`config.mk`:
```
export PLATFORM = sky130hd
export DESIGN_NAME = rmj_sqrt
export DESIGN_NICKNAME = d
export VERILOG_FILES = /design/src/hdl/rmj_pkg.sv /design/src/hdl/rmj_sqrt.sv
export SDC_FILE = /design/constraint.sdc
export NUM_CORES = 2
export LEC_CHECK = 0
export ABC_AREA = 0
export BUFFER_PORTS_ARGS = -buffer_cell sky130_fd_sc_hd__buf_4
export CAP_MARGIN = 25
export CELL_PAD_IN_SITES_DETAIL_PLACEMENT = 0
export CELL_PAD_IN_SITES_GLOBAL_PLACEMENT = 1
export CORE_MARGIN = 8
export CORE_UTILIZATION = 50
export CTS_CLUSTER_DIAMETER = 40
export DETAILED_ROUTE_END_ITERATION = 8
export HOLD_SLACK_MARGIN = 0.02
export PLACE_DENSITY_LB_ADDON = 0.05
export SYNTH_ARGS = -nofsm -noshare
export SYNTH_HDL_FRONTEND = slang
export SYNTH_SLANG_ARGS = --single-unit
export TNS_END_PERCENT = 30
```
`constraint.sdc`:
```
create_clock -name clk -period 9.1 [get_ports clk]
set_clock_uncertainty 0.2 [all_clocks]
set_input_delay 0.455 -clock clk [delete_from_list [all_inputs] [get_ports clk]]
set_output_delay 0.455 -clock clk [all_outputs]
set_load 0.02 [all_outputs]
```
`src/hdl/rmj_pkg.sv`:
```
`default_nettype none
// ----------------------------------------------------------------------------
// rmj_pkg
// Shared constants, types and arithmetic steps of the radar Jacobian core.
// ----------------------------------------------------------------------------
package rmj_pkg;

  localparam int FRAC_BITS = 16;
  localparam int DATA_W    = 32;
  localparam int Q_W       = 64;
  localparam int N_W       = 2 * Q_W;
  localparam int CFG_W     = 40;
  localparam int SQRT_W    = Q_W / 2;

  localparam logic [CFG_W-1:0] MIN_SQ_RST = 40'd429497;

  localparam int FRONT_LAT = 5;
  localparam int DIV_LAT   = Q_W;
  localparam int MUL_LAT   = 2;
  localparam int SQRT_LAT  = Q_W / 2;
  localparam int SIDE_DLY  = 2 * DIV_LAT + MUL_LAT + SQRT_LAT;
  localparam int TAP_Q     = DIV_LAT - 1;
  localparam int TAP_R     = DIV_LAT + SQRT_LAT - 1;
  localparam int DLY_Q     = MUL_LAT + DIV_LAT + SQRT_LAT;
  localparam int DLY_R     = MUL_LAT + DIV_LAT;
  localparam int OUT_LAT   = FRONT_LAT + SIDE_DLY + 1;

  localparam logic [DATA_W-1:0] SAT_POS = 32'h7FFF_FFFF;
  localparam logic [DATA_W-1:0] SAT_NEG = 32'h8000_0000;

  typedef struct packed {
    logic reject;
    logic negx;
    logic negy;
    logic cneg;
  } rmj_side_t;

  typedef struct packed {
    logic [Q_W-1:0] rem;
    logic [Q_W-1:0] low;
    logic [Q_W-1:0] quo;
  } rmj_div_st_t;

  typedef struct packed {
    logic [Q_W-1:0] v;
    logic [Q_W-1:0] res;
  } rmj_sqrt_st_t;

  // One restoring division step; the shifted remainder is one bit wider than
  // the divisor so that a carry out of the top counts as a subtraction.
  function automatic rmj_div_st_t div_step(input logic [Q_W-1:0] rem,
                                           input logic [Q_W-1:0] low,
                                           input logic [Q_W-1:0] quo,
                                           input logic [Q_W-1:0] den);
    logic [Q_W:0] sh;
    logic [Q_W:0] dif;
    logic         take;
    rmj_div_st_t  st;
    sh   = {rem, low[Q_W-1]};
    dif  = sh - {1'b0, den};
    take = (sh >= {1'b0, den});
    st.rem = take ? dif[Q_W-1:0] : sh[Q_W-1:0];
    st.low = {low[Q_W-2:0], 1'b0};
    st.quo = {quo[Q_W-2:0], take};
    return st;
  endfunction

  function automatic rmj_sqrt_st_t sqrt_step(input logic [Q_W-1:0] v,
                                             input logic [Q_W-1:0] res,
                                             input logic [Q_W-1:0] bt);
    logic [Q_W-1:0] t;
    rmj_sqrt_st_t   st;
    t = res + bt;
    if (v >= t) begin
      st.v   = v - t;
      st.res = (res >> 1) + bt;
    end else begin
      st.v   = v;
      st.res = res >> 1;
    end
    return st;
  endfunction

  function automatic logic [DATA_W-1:0] sat32(input logic [Q_W-1:0] mag,
                                              input logic neg,
                                              input logic over);
    logic [Q_W-1:0] ng;
    logic [DATA_W-1:0] r;
    ng = '0 - mag;
    if (neg) begin
      if (over || (mag > {32'd0, SAT_NEG})) r = SAT_NEG;
      else r = ng[DATA_W-1:0];
    end else begin
      if (over || (mag > {32'd0, SAT_POS})) r = SAT_POS;
      else r = mag[DATA_W-1:0];
    end
    return r;
  endfunction

endpackage
`default_nettype wire

```
`src/hdl/rmj_sqrt.sv`:
```
`default_nettype none
// ----------------------------------------------------------------------------
// rmj_sqrt
// Pipelined 64 bit integer square root, one result bit per stage.
// ----------------------------------------------------------------------------
module rmj_sqrt (
  input  wire logic                    clk,
  input  wire logic [rmj_pkg::Q_W-1:0] val_i,
  output logic [rmj_pkg::SQRT_W-1:0]   root_o
);
  import rmj_pkg::*;

  logic [Q_W-1:0] v_r   [SQRT_LAT];
  logic [Q_W-1:0] res_r [SQRT_LAT];

  for (genvar k = 0; k < SQRT_LAT; k++) begin : g_stage
    logic [Q_W-1:0] v_in, res_in;
    rmj_sqrt_st_t   st_nxt;
    if (k == 0) begin : g_first
      assign v_in   = val_i;
      assign res_in = '0;
    end else begin : g_next
      assign v_in   = v_r[k-1];
      assign res_in = res_r[k-1];
    end
    assign st_nxt = sqrt_step(v_in, res_in, Q_W'(1) << (Q_W - 2 - 2 * k));
    always_ff @(posedge clk) begin
      v_r[k]   <= st_nxt.v;
      res_r[k] <= st_nxt.res;
    end
  end

  assign root_o = res_r[SQRT_LAT-1][SQRT_W-1:0];

endmodule
`default_nettype wire

```
Yosys cells after proc, flatten, opt, wreduce, memory -nomap -nowiden
Memory sizes are Yosys's and may differ from the RTL's.
Index checks and enable logic that the tools add are counted.
{"block": "word_totals", "memories": 2, "register_bits": 0, "out_inout_bits": 32, "romBits": 0, "latchBits": 0, "ramBits": 4096}
{"memory": "res_r", "depth": 32, "word_bits": 64, "rd": 32, "rd_ports_with_merged_regs": 0, "wr": 32, "line": "rmj_sqrt.sv:14", "source": "logic [Q_W-1:0] res_r [SQRT_LAT];"}
{"memory": "v_r", "depth": 32, "word_bits": 64, "rd": 31, "rd_ports_with_merged_regs": 0, "wr": 32, "line": "rmj_sqrt.sv:13", "source": "logic [Q_W-1:0] v_r [SQRT_LAT];"}
{"block": "classes", "bitwise_logic": 0, "addsub": 94, "magnitude_cmp": 32, "n_reduce_logical": 0, "shifts": 0, "n_mul": 0, "n_eq_ne": 0, "div_mod_pow": 0, "mux": 32}
{"op": "$mux W128", "count": 32}
{"op": "$ge A64 B64 Y1", "count": 31}
{"op": "$sub A64 B64 Y64", "count": 31}
{"op": "$add A63 B1 Y64 const B", "count": 1}
{"op": "$add A63 B11 Y64 const B", "count": 1}
{"op": "$add A63 B13 Y64 const B", "count": 1}
{"op": "$add A63 B15 Y64 const B", "count": 1}
{"op": "$add A63 B17 Y64 const B", "count": 1}
{"op": "$add A63 B19 Y64 const B", "count": 1}
{"op": "$add A63 B21 Y64 const B", "count": 1}
{"op": "$add A63 B23 Y64 const B", "count": 1}
{"op": "$add A63 B25 Y64 const B", "count": 1}
{"op": "$add A63 B27 Y64 const B", "count": 1}
{"op": "$add A63 B29 Y64 const B", "count": 1}
{"op": "$add A63 B3 Y64 const B", "count": 1}
{"op": "$add A63 B31 Y64 const B", "count": 1}
{"op": "$add A63 B33 Y64 const B", "count": 1}
{"op": "$add A63 B35 Y64 const B", "count": 1}
{"op": "$add A63 B37 Y64 const B", "count": 1}
{"op": "$add A63 B39 Y64 const B", "count": 1}
{"op": "$add A63 B41 Y64 const B", "count": 1}
{"op": "$add A63 B43 Y64 const B", "count": 1}
{"op": "$add A63 B45 Y64 const B", "count": 1}
{"op": "$add A63 B47 Y64 const B", "count": 1}
{"op": "other kinds (43)", "count": 43}

Logic depth before layout (Yosys ltp)
An unclocked memory read counts as a cell.
{"block": "depth", "ltp_word": 4, "mapped_depth": 17, "ltp_nobuf": 14}

Least setup slack after synthesis
No wires, ideal clock.
{"block": "synth_timing", "kind": "register to register", "startpoint": "memory res_r[28][6], in the netlist res_r[1][774]", "endpoint": "memory v_r[29][52], in the netlist v_r[1][884]", "setup_slack_ns": 5.594, "required_ns": 8.828, "stages_incl_launch_ff": 17, "period_less_slack_ns": 3.506, "arrival_ns": 3.234, "setup_time_ns": 0.072, "cell_sequence": "dfxtp_1 > inv_1 > ha_1 > nor2b_1 > o31a_1 > o31a_1 > or3_1 > a41o_1 > a21oi_1 > nor2b_1 > inv_1 > clkbuf_1 > nand3_1 > o21ba_2 > clkbuf_1 > nand4_1 > xnor2_1"}
{"element": "from (decl)", "line": "rmj_sqrt.sv:14"}
{"element": "to (decl)", "line": "rmj_sqrt.sv:13"}

==> flow_summary.ini <==
[placed_design]
numPortBuffers = 96
finalWeightedCongestion = 0.897
hpwl_um = 193000
dp_cells = 12000

[timing]
setup_viol = 0
worst_slew_pin_slew_ps = 1110
hold_viol = 0
setup_tns_ps = 0
max_freq_ghz = 0.210
rsz0062_at_grt = false
period_minus_slack_ps = 4760
slew_viol_final = 0
maxSlewHeadroom_pct = 24.2
final_min_period_over_clock_period_pct = 52.3

[yosys]
yosysUniqueCellTypes = 89
synth_top_flop_cell = dfxtp_1
synth_cells = 9553
synth_edf_count = 0
synth_nets = 10200
avgSynthCellArea_um2 = 9.95
syn_area_um2 = 95100
ys_seq_area_share_pct = 52.9
async_reset_ff_share_pct = 0
ys_warn_count = 0
synth_seq_cells = 2512

[grt]
grt_pass1_wl_um = 390000
grt_max_degree = 67
gr-usage-all-layers_pct = 23.8
grt-ovfl-total = 0
antenna_found_initial = 6
grt_pass1_vias = 68500

[flow_run]
drv_cap = 0

[critical_path]
worst-setup-path-type = reg -> reg
cp.required_ps = 9720
cp_data_arrival_time_ps = 5380
crit_fanout = 56
endpoint_kind = flip-flop
cp-start-kind = flip-flop

[routing]
dr.pass1.iters = 6
vias = 68300
drc = 0
wirelength_um = 250000
wl_per_cell_um = 19.6
via_per_inst = 5.35
ant_nets = 0
drtIter0Drc = 4068

[layout]
drive_gt1_share_pct = 9.01
final_cell_mix = dfxtp_1 (2,512), inv_1 (707), nor2_1 (630)
layout_commonest_cell = dfxtp_1
fillers = 16300
fin_cells = 12800
nets = 10600
utilization_pct = 58.9
syn2layout_area_growth_pct = 17.4

[clocking]
clockBufferDepth = 4
cts_setup_buffers = 0
clock_latency_ps = 940
cts_tree = done
ctsRootBufferMaster = clkbuf_16
cts.sinks = 2512
cts_buffers = 356
cts.repair.resized = 0
clk_pin_slew_ps = 60
htree_levels = 5

[floorplanning]
rows = 160
initial_core_util_pct = 50.2
core_um2 = 190000
die_w_um = 452
die_h_um = 452
die_area_um2 = 204000
io_pins = 97

[min_path]
hold_class = reg -> reg

[power]
power_mw = 37.7
p_per_area_nw_per_um2 = 337
power_leakage_nw = 51.0
ir_drop_mv = 0.222

[status]
status = finished clean
## layout make-up
type                       count  area, µm²  share of cell area (%)
antenna                        3       7.51                 0.00672
clock buffer                 411       9470                    8.48
clock inverter               218       2380                    2.13
inverter                     710       2670                    2.39
multi-input combinational   6142      41400                    37.1
sequential                  2512      50300                    45.0
tap                         2511       3140                    2.81
timing repair buffer         259       2250                    2.02
## repair_timing
item	4_1_cts	5_1_grt
hold endpoints to repair	65	0
hold buffers	128	0
endpoints found under the setup margin	0	0
## registers in the layout (all words and copies together) (netlist names)
name and flops:
res_r 528, v_r 1984
## worst paths after layout
path	start	to	slack, ps	depth (start not counted)
worst min register to register	res_r[1][721]	res_r[1][784]	80	0
worst max-delay path	res_r[1][801]	v_r[1][894]	4340	14
worst max register to register	res_r[1][801]	v_r[1][894]	4340	14
worst min-delay path	res_r[1][721]	res_r[1][784]	80	0
## where the power goes
part	switching (mW)	internal [mW]
clock network	5.15	8.35
logic	4.69	3.68
registers	2.31	13.5
## per-stage QoR
step	worst slack (ps)	hold WS, ps	instance area, µm²
after floorplan	5590	122	95100
after global placement	4510	134	98500
after detailed placement	4480	132	98500
after CTS	4450	74.4	112000
after global routing	3930	82.5	112000
final	4340	76.1	112000
## Yosys cell counts, drive strengths merged (42+ instances only)
master / number / area (µm²)
inv: 709 / 2660
o21a: 90 / 676
nor2: 630 / 2360
or3: 99 / 629
nand2b: 98 / 613
nor2b: 92 / 576
mux2: 91 / 1020
a21oi: 622 / 3110
nor4b: 49 / 429
nand2: 606 / 2280
a211oi: 42 / 315
clkbuf: 157 / 589
ha: 558 / 6980
o21ai: 447 / 2240
nand3: 162 / 811
xnor2: 474 / 4150
nor4: 345 / 2170
nor3: 241 / 1210
or4: 53 / 398
xor2: 410 / 3590
dfxtp: 2512 / 50300
or2: 48 / 300
o21bai: 58 / 435
nand4: 159 / 995
a31oi: 52 / 325
a21o: 213 / 1600
## cell families after synthesis
family,share of synthesized area (%)
buffers and inverters,3.60
muxes,1.17
xor gates and xnor gates,8.14
adders and majority gates,7.34
DFF,52.9
AOI/OAI and AO/OA,11.8
and+or+nand+nor,15.1
## routing by layer
layer | routed length [µm] | share of wire [%] | vias up | global-route usage, %
met1 | 114000 | 46 | 32300 | 31.4
met4 | 6910 | 2.8 | 0 | 7.14
met5 | 0 | 0 | - | 0
met3 | 10100 | 4.1 | 414 | 3.42
li1 | - | - | 34200 | -
met2 | 118000 | 47 | 1389 | 40.5
## critical path, cell delays in order, from the launching register on
cell       delay [ps]
dfxtp_1           320
inv_1              50
ha_1              470
inv_1              90
or3_1             430
nor4_1            460
nand4_1           310
nand4b_1          250
nor2b_1            90
clkinv_1           50
buf_4             470
nand3_1           200
a2111oi_0         840
nand3_1           190
xnor2_1           240
Power figures use the tool's default switching activity.
